$ cat config.mk
export PLATFORM = sky130hd
export DESIGN_NAME = rsta_ctrl
export DESIGN_NICKNAME = d
export VERILOG_FILES = /design/src/rtl/core/rsta_pkg.sv /design/src/rtl/core/rsta_ctrl.sv
export SDC_FILE = /design/constraint.sdc
export NUM_CORES = 1
export LEC_CHECK = 0
export ABC_CLOCK_PERIOD_IN_PS = 2650
export BUFFER_PORTS_ARGS = -buffer_cell sky130_fd_sc_hd__buf_2
export CAP_MARGIN = 20
export CORE_AREA = 2 2 39 41
export DETAILED_ROUTE_END_ITERATION = 7
export DIE_AREA = 0 0 41 43
export GPL_TIMING_DRIVEN = 1
export PLACE_DENSITY = 0.72
export SYNTH_ARGS = -nofsm -noshare
export SYNTH_HDL_FRONTEND = slang
export SYNTH_SLANG_ARGS = --single-unit
$ cat constraint.sdc
create_clock -name clk -period 2.65 [get_ports clk]
set_clock_uncertainty 0.1 [all_clocks]
set_input_delay 0.1325 -clock clk [delete_from_list [all_inputs] [get_ports clk]]
set_output_delay 0.1325 -clock clk [all_outputs]
set_load 0.1 [all_outputs]
$ cat src/rtl/core/rsta_pkg.sv
// Shared types and constants for the multi-color turmite unit.
package rsta_pkg;

	localparam int CW     = 9;   // ant coordinate width, holds up to 511
	localparam int WW     = 10;  // working coordinate width before wrap
	localparam int VW     = 5;   // color working width, holds color + 1
	localparam int CELL_W = 4;
	localparam int CFG_IW = 3;
	localparam int CFG_DW = 32;

	localparam logic [8:0]  RST_GRID_WIDTH  = 9'd256;
	localparam logic [8:0]  RST_GRID_HEIGHT = 9'd256;
	localparam logic [4:0]  RST_NUM_COLORS  = 5'd12;
	localparam logic [31:0] RST_RULE_CODES  = 32'hFF14_4405;

	typedef enum logic [1:0] {
		KIND_TICK    = 2'd0,
		KIND_RESTART = 2'd1,
		KIND_READ    = 2'd2,
		KIND_IGNORE  = 2'd3
	} kind_t;

	typedef enum logic [1:0] {
		CODE_R    = 2'd0,
		CODE_L    = 2'd1,
		CODE_N    = 2'd2,
		CODE_NONE = 2'd3
	} rule_code_t;

	typedef enum logic [2:0] {
		CFG_GRID_WIDTH  = 3'd0,
		CFG_GRID_HEIGHT = 3'd1,
		CFG_NUM_COLORS  = 3'd2,
		CFG_RULE_CODES  = 3'd3,
		CFG_START_X     = 3'd4,
		CFG_START_Y     = 3'd5,
		CFG_START_DIR   = 3'd6
	} cfg_idx_t;

	typedef enum logic [2:0] {
		ST_CLEAR,
		ST_IDLE,
		ST_TICK_RD,
		ST_TICK_EXEC,
		ST_REDUCE,
		ST_RD_ISSUE,
		ST_RD_DATA,
		ST_DONE
	} state_t;

	typedef struct packed {
		logic accept;
		logic clr_we;
		logic addr_work;
		logic exec;
		logic reduce_step;
		logic commit;
		logic cap_read;
		logic load_out;
	} rsta_cmd_t;

	typedef struct packed {
		logic  clr_last;
		logic  reduce_done;
		logic  no_action;
		kind_t kind;
	} rsta_sts_t;

endpackage

$ cat src/rtl/core/rsta_ctrl.sv
// Controller state machine for the turmite unit.
module rsta_ctrl import rsta_pkg::*; (
	input  logic      clk,
	input  logic      arst_n,
	input  logic      in_valid,
	input  logic [1:0] in_kind,
	output logic      in_ready,
	output logic      out_valid,
	input  logic      out_ready,
	output rsta_cmd_t cmd,
	input  rsta_sts_t sts
);

	state_t state_q, state_d;
	logic   reply_q, reply_d;
	logic   out_valid_q, out_valid_d;

	always_ff @(posedge clk or negedge arst_n) begin
		if (!arst_n) begin
			state_q     <= ST_CLEAR;
			reply_q     <= 1'b0;
			out_valid_q <= 1'b0;
		end else begin
			state_q     <= state_d;
			reply_q     <= reply_d;
			out_valid_q <= out_valid_d;
		end
	end

	always_comb begin
		state_d  = state_q;
		reply_d  = reply_q;
		in_ready = 1'b0;
		cmd      = '0;
		case (state_q)
			ST_CLEAR: begin
				cmd.clr_we = 1'b1;
				if (sts.clr_last) begin
					// a restart still owes its wrapped start position and a response
					state_d = reply_q ? ST_REDUCE : ST_IDLE;
					reply_d = 1'b0;
				end
			end
			ST_IDLE: begin
				in_ready = 1'b1;
				if (in_valid) begin
					cmd.accept = 1'b1;
					case (kind_t'(in_kind))
						KIND_TICK:    state_d = ST_TICK_RD;
						KIND_RESTART: begin
							state_d = ST_CLEAR;
							reply_d = 1'b1;
						end
						KIND_READ:    state_d = ST_REDUCE;
						default:      state_d = ST_DONE;
					endcase
				end
			end
			ST_TICK_RD: begin
				state_d = ST_TICK_EXEC;
			end
			ST_TICK_EXEC: begin
				cmd.exec = 1'b1;
				state_d  = sts.no_action ? ST_DONE : ST_REDUCE;
			end
			ST_REDUCE: begin
				if (sts.reduce_done) begin
					if (sts.kind == KIND_READ) begin
						state_d = ST_RD_ISSUE;
					end else begin
						cmd.commit = 1'b1;
						state_d    = ST_DONE;
					end
				end else begin
					cmd.reduce_step = 1'b1;
				end
			end
			ST_RD_ISSUE: begin
				cmd.addr_work = 1'b1;
				state_d       = ST_RD_DATA;
			end
			ST_RD_DATA: begin
				cmd.cap_read = 1'b1;
				state_d      = ST_DONE;
			end
			ST_DONE: begin
				// hold until the output register is free
				if (!out_valid_q || out_ready) begin
					cmd.load_out = 1'b1;
					state_d      = ST_IDLE;
				end
			end
			default: begin
				state_d = ST_IDLE;
			end
		endcase
	end

	always_comb begin
		if (cmd.load_out) begin
			out_valid_d = 1'b1;
		end else if (out_ready) begin
			out_valid_d = 1'b0;
		end else begin
			out_valid_d = out_valid_q;
		end
	end

	assign out_valid = out_valid_q;

endmodule

## After elaboration in Yosys (flattened, before gate mapping)

Index checks and enable logic that the tools add are counted.
Widths: inputs -> output; s select.

| storage, ports and cells | value |
|---|---|
| memory bits (writable) | 0 |
| logic and storage cells | 54 |
| bits in registers | 5 |
| latch bits | 0 |
| memories kept | 0 |
| output and inout bits | 10 |
| memory bits (read-only) | 0 |

| cells by class | value |
|---|---|
| multipliers | 0 |
| shift-type cells | 0 |
| order comparisons | 0 |
| reduce and logical (&&, ||, !) cells | 8 |
| equal/unequal tests | 15 |
| multiplexer cells | 28 |
| $add $sub $neg | 0 |
| bitwise operators | 0 |
| divide/modulo/power cells | 0 |

Operator list:

| kind | number |
|---|---|
| $pmux 3 s8 | 1 |
| $mux 1 | 17 |
| $mux 3 | 5 |
| $eq 3x3->1 const B | 4 |
| $ne 2x2->1 const B | 5 |
| $pmux 3 s3 | 1 |
| $reduce_and 4->1 | 2 |
| $eq 3x2->1 const B | 2 |
| $mux 2 | 3 |
| $eq 2x2->1 const B | 2 |
| $reduce_bool 2->1 | 2 |
| $eq 3x1->1 const B | 1 |
| $logic_not 3->1 | 1 |
| $eq 2x1->1 const B | 1 |
| $logic_not 2->1 | 1 |
| $pmux 1 s2 | 1 |
| $logic_not 1->1 | 1 |
| $logic_or 1x1->1 | 1 |

## Logic depth before layout (Yosys ltp)

| logic depth | value |
|---|---|
| depth after elaboration | 5 |
| gate-level depth with buffers | 6 |
| gate-level depth less buffers | 6 |

## Least setup slack after synthesis

No wires, ideal clock.

| timing path | value |
|---|---|
| kind | register to output |
| start | register state_q[1] |
| end | output cmd[2] in the netlist's numbering |
| required time | 2.418 ns |
| slack | -1.092 ns |
| stages on the path, launching flop included | 3 |
| buffers on the path | 1 |
| arrival time | 3.510 ns |
| cells stage by stage | dfrtp_1 -> buf_2 -> nor4_1 |

RTL lines:

| element | line | RTL |
|---|---|---|
| start, declared | rsta_ctrl.sv:14 | `state_t state_q, state_d;` |
| start signal, assigned | rsta_ctrl.sv:24 | `state_q <= state_d;` |
| end, declared | rsta_ctrl.sv:10 | `output rsta_cmd_t cmd,` |

==> flow_summary.yaml <==
sta:
  fmax_mhz: 464
  holdWs_ns: 0.113
  setup_viol: 0
  drv_slew: 0
  hold_viol: 0
  tightest_slew_ns: 0.588
  min_period_ns: 2.16
  rsz0062_at_grt: "false"
  maxSlewHeadroom: 0.608
  timing.final.crit_share: 0.814
  finalSetupTns_ns: 0
floorplan:
  fp.dieW_um: 41
  fp-row-count: 14
  die_h_um: 43
  fp.coreArea_um2: 1380
  pin_count: 21
  start_util: 0.337
  dieArea_um2: 1760
global_routing:
  antenna_found_initial: 0
  grt_max_degree: 20
  grt_pass1_wl_mm: 1.79
  globalRouteTotalUtil: 0.150
  grt_pass1_vias: 451
  grt-ovfl-total: 0
setup_path:
  critPathMaxStageDelay_ns: 0.71
  worstPathArrival_ns: 1.92
  cp-end-kind: "output port"
  cp-start-kind: "flip-flop"
  crit_required_ns: 2.42
  rrSetupSlack_ns: 0.91
  crit_type: "flip-flop to output port"
  critical-path-top-delay-family: "buffers and inverters"
  path_buf_inv: 2
  path_cells: "inv_1 -> nor4_2 -> buf_2"
  crit_fanout: 19
  timing.critical_path.slowest_stage_cell: "dfrtp_1"
cts:
  cts_buffers: 3
  clk_path_buf_depth: 2
  cts-htree-levels: 1
  cts_tree: "built"
  clock_latency_ns: 0.24
  cts_root_buf: "clkbuf_4"
  clk_pin_slew_ns: 0.04
  cts.sink_count: 5
logic_synthesis:
  syn_nets: 76
  synthesis.area_um2: 467
  ys_seq_area_frac: 0.268
  synth.distinct_cells: 26
  ys_ff_latch: 5
  ys.warnings.count: 0
  synthCells: 62
  avgSynthCellArea_um2: 7.53
final_layout:
  syn_to_final_growth_pct: 31.9
  nets: 97
  drive_gt1_frac: 0.378
  diodes: 0
  fillers: 156
  regArea_um2: 125
  instances_no_fill: 98
  multi_input_area_um2: 315
placement:
  io_buffers: 20
  place_hpwl_um: 862
  gp_congestion: 0.784
  dp_cells: 93
routing:
  num_vias: 494
  wire_per_inst_um: 11.7
  routed_wl_mm: 1.15
  drt_iter0_drc: 12
  drtPass1Iterations: 4
  vias_per_cell: 5.04
  drc: 0
  antenna_left: 0
worst_hold_path:
  hold_class: "primary input to flip-flop"
status:
  status: "finished, final reports clean"
flow_run:
  max_cap_viol_count: 0
-- synthesized netlist by cell type --
cell type	count	area, um^2
a221o_1	1	10.0
and3_1	2	12.5
nor4_1	1	6.26
nor3_1	4	20.0
o21ai_2	1	8.76
o22ai_1	1	6.26
nor2_1	6	22.5
nor4_2	1	12.5
or3_4	1	11.3
a22o_1	1	8.76
nand3_1	1	5.00
o21bai_1	1	7.51
and2_1	1	6.26
o32a_1	1	10.0
a21oi_1	6	30.0
ha_1	3	37.5
inv_1	5	18.8
buf_4	1	7.51
nand2_1	4	15.0
o21a_1	1	7.51
o21ai_1	1	5.00
dfrtp_1	5	125
nand2b_1	4	25.0
o211ai_1	1	7.51
o21ai_0	4	20.0
buf_2	4	20.0
-- worst min-delay path: stages --
cell,delay (ns)
buf_2,0.12
nand2_1,0.06
a22o_1,0.11
-- worst paths after layout --
path / cells past startpoint / end / start
worst min-delay path: 3 / reply_q / sts[4]
worst min register to register: 1 / reply_q / reply_q
worst max register to register: 4 / state_q[0] / state_q[2]
worst max-delay path: 3 / cmd[2] / state_q[2]
max in group asynchronous: 2 / state_q[0] / arst_n
min in group asynchronous: 2 / state_q[2] / arst_n
-- registers in the layout (all words and copies together), names as in the netlist --
register,cells
reply_q,1
out_valid,1
state_q,3
-- through the flow --
step                      utilization  cell area (um^2)  setup WS [ns]
after floorplan                     -               487         0.0896
after detailed placement        0.419               579          0.761
after global routing            0.445               616          0.342
after CTS                       0.445               616          0.498
final                           0.445               616          0.494
after global placement          0.419               579          0.859
-- cell families (layout without fill, tap and decap cells) --
family	count (synthesis)	after routing	synth area share
buffers and inverters	10	30	0.0992
AO/OA/AOI/OAI	19	19	0.260
flip-flops	5	5	0.268
AND/OR/NAND/NOR	25	25	0.292
adder cells (fa/ha/maj)	3	3	0.0804
-- cell type report --
type,instances,share of cell area
Clock buffer,4,0.0427
Sequential cell,5,0.203
Tap cell,16,0.0325
Multi-Input combinational cell,47,0.512
Timing Repair Buffer,21,0.179
Inverter,5,0.0305
-- placed cells by master (no fill, tap or decap), drive strengths merged --
master | synthesis | routed
nor2 | 6 | 6
o32a | 1 | 1
dfrtp | 5 | 5
o21bai | 1 | 1
a221o | 1 | 1
o21ai | 6 | 6
clkbuf | 0 | 4
or3 | 1 | 1
buf | 5 | 20
ha | 3 | 3
o211ai | 1 | 1
a22o | 1 | 1
and2 | 1 | 1
nand2 | 4 | 4
a21oi | 6 | 6
nor4 | 2 | 2
nor3 | 4 | 4
inv | 5 | 5
o22ai | 1 | 1
dlygate4sd3 | 0 | 1
o21a | 1 | 1
nand3 | 1 | 1
and3 | 2 | 2
nand2b | 4 | 4
-- metal layers --
metal	vias up	routed length, um	GRT usage
li1	258	-	-
met1	222	564	0.201
met2	14	536	0.206
met3	0	43	0.0471
met4	0	0	0.0800
met5	-	0	0
-- repair_timing --
item	CTS	global route
hold buffers	1	0
endpoints found under the hold margin	5	0
resized for setup	0	0
setup buffers	0	0
Power is left out: the tool's default activity adds up to more than one toggle a clock period on the data nets, which glitch-free logic cannot reach.
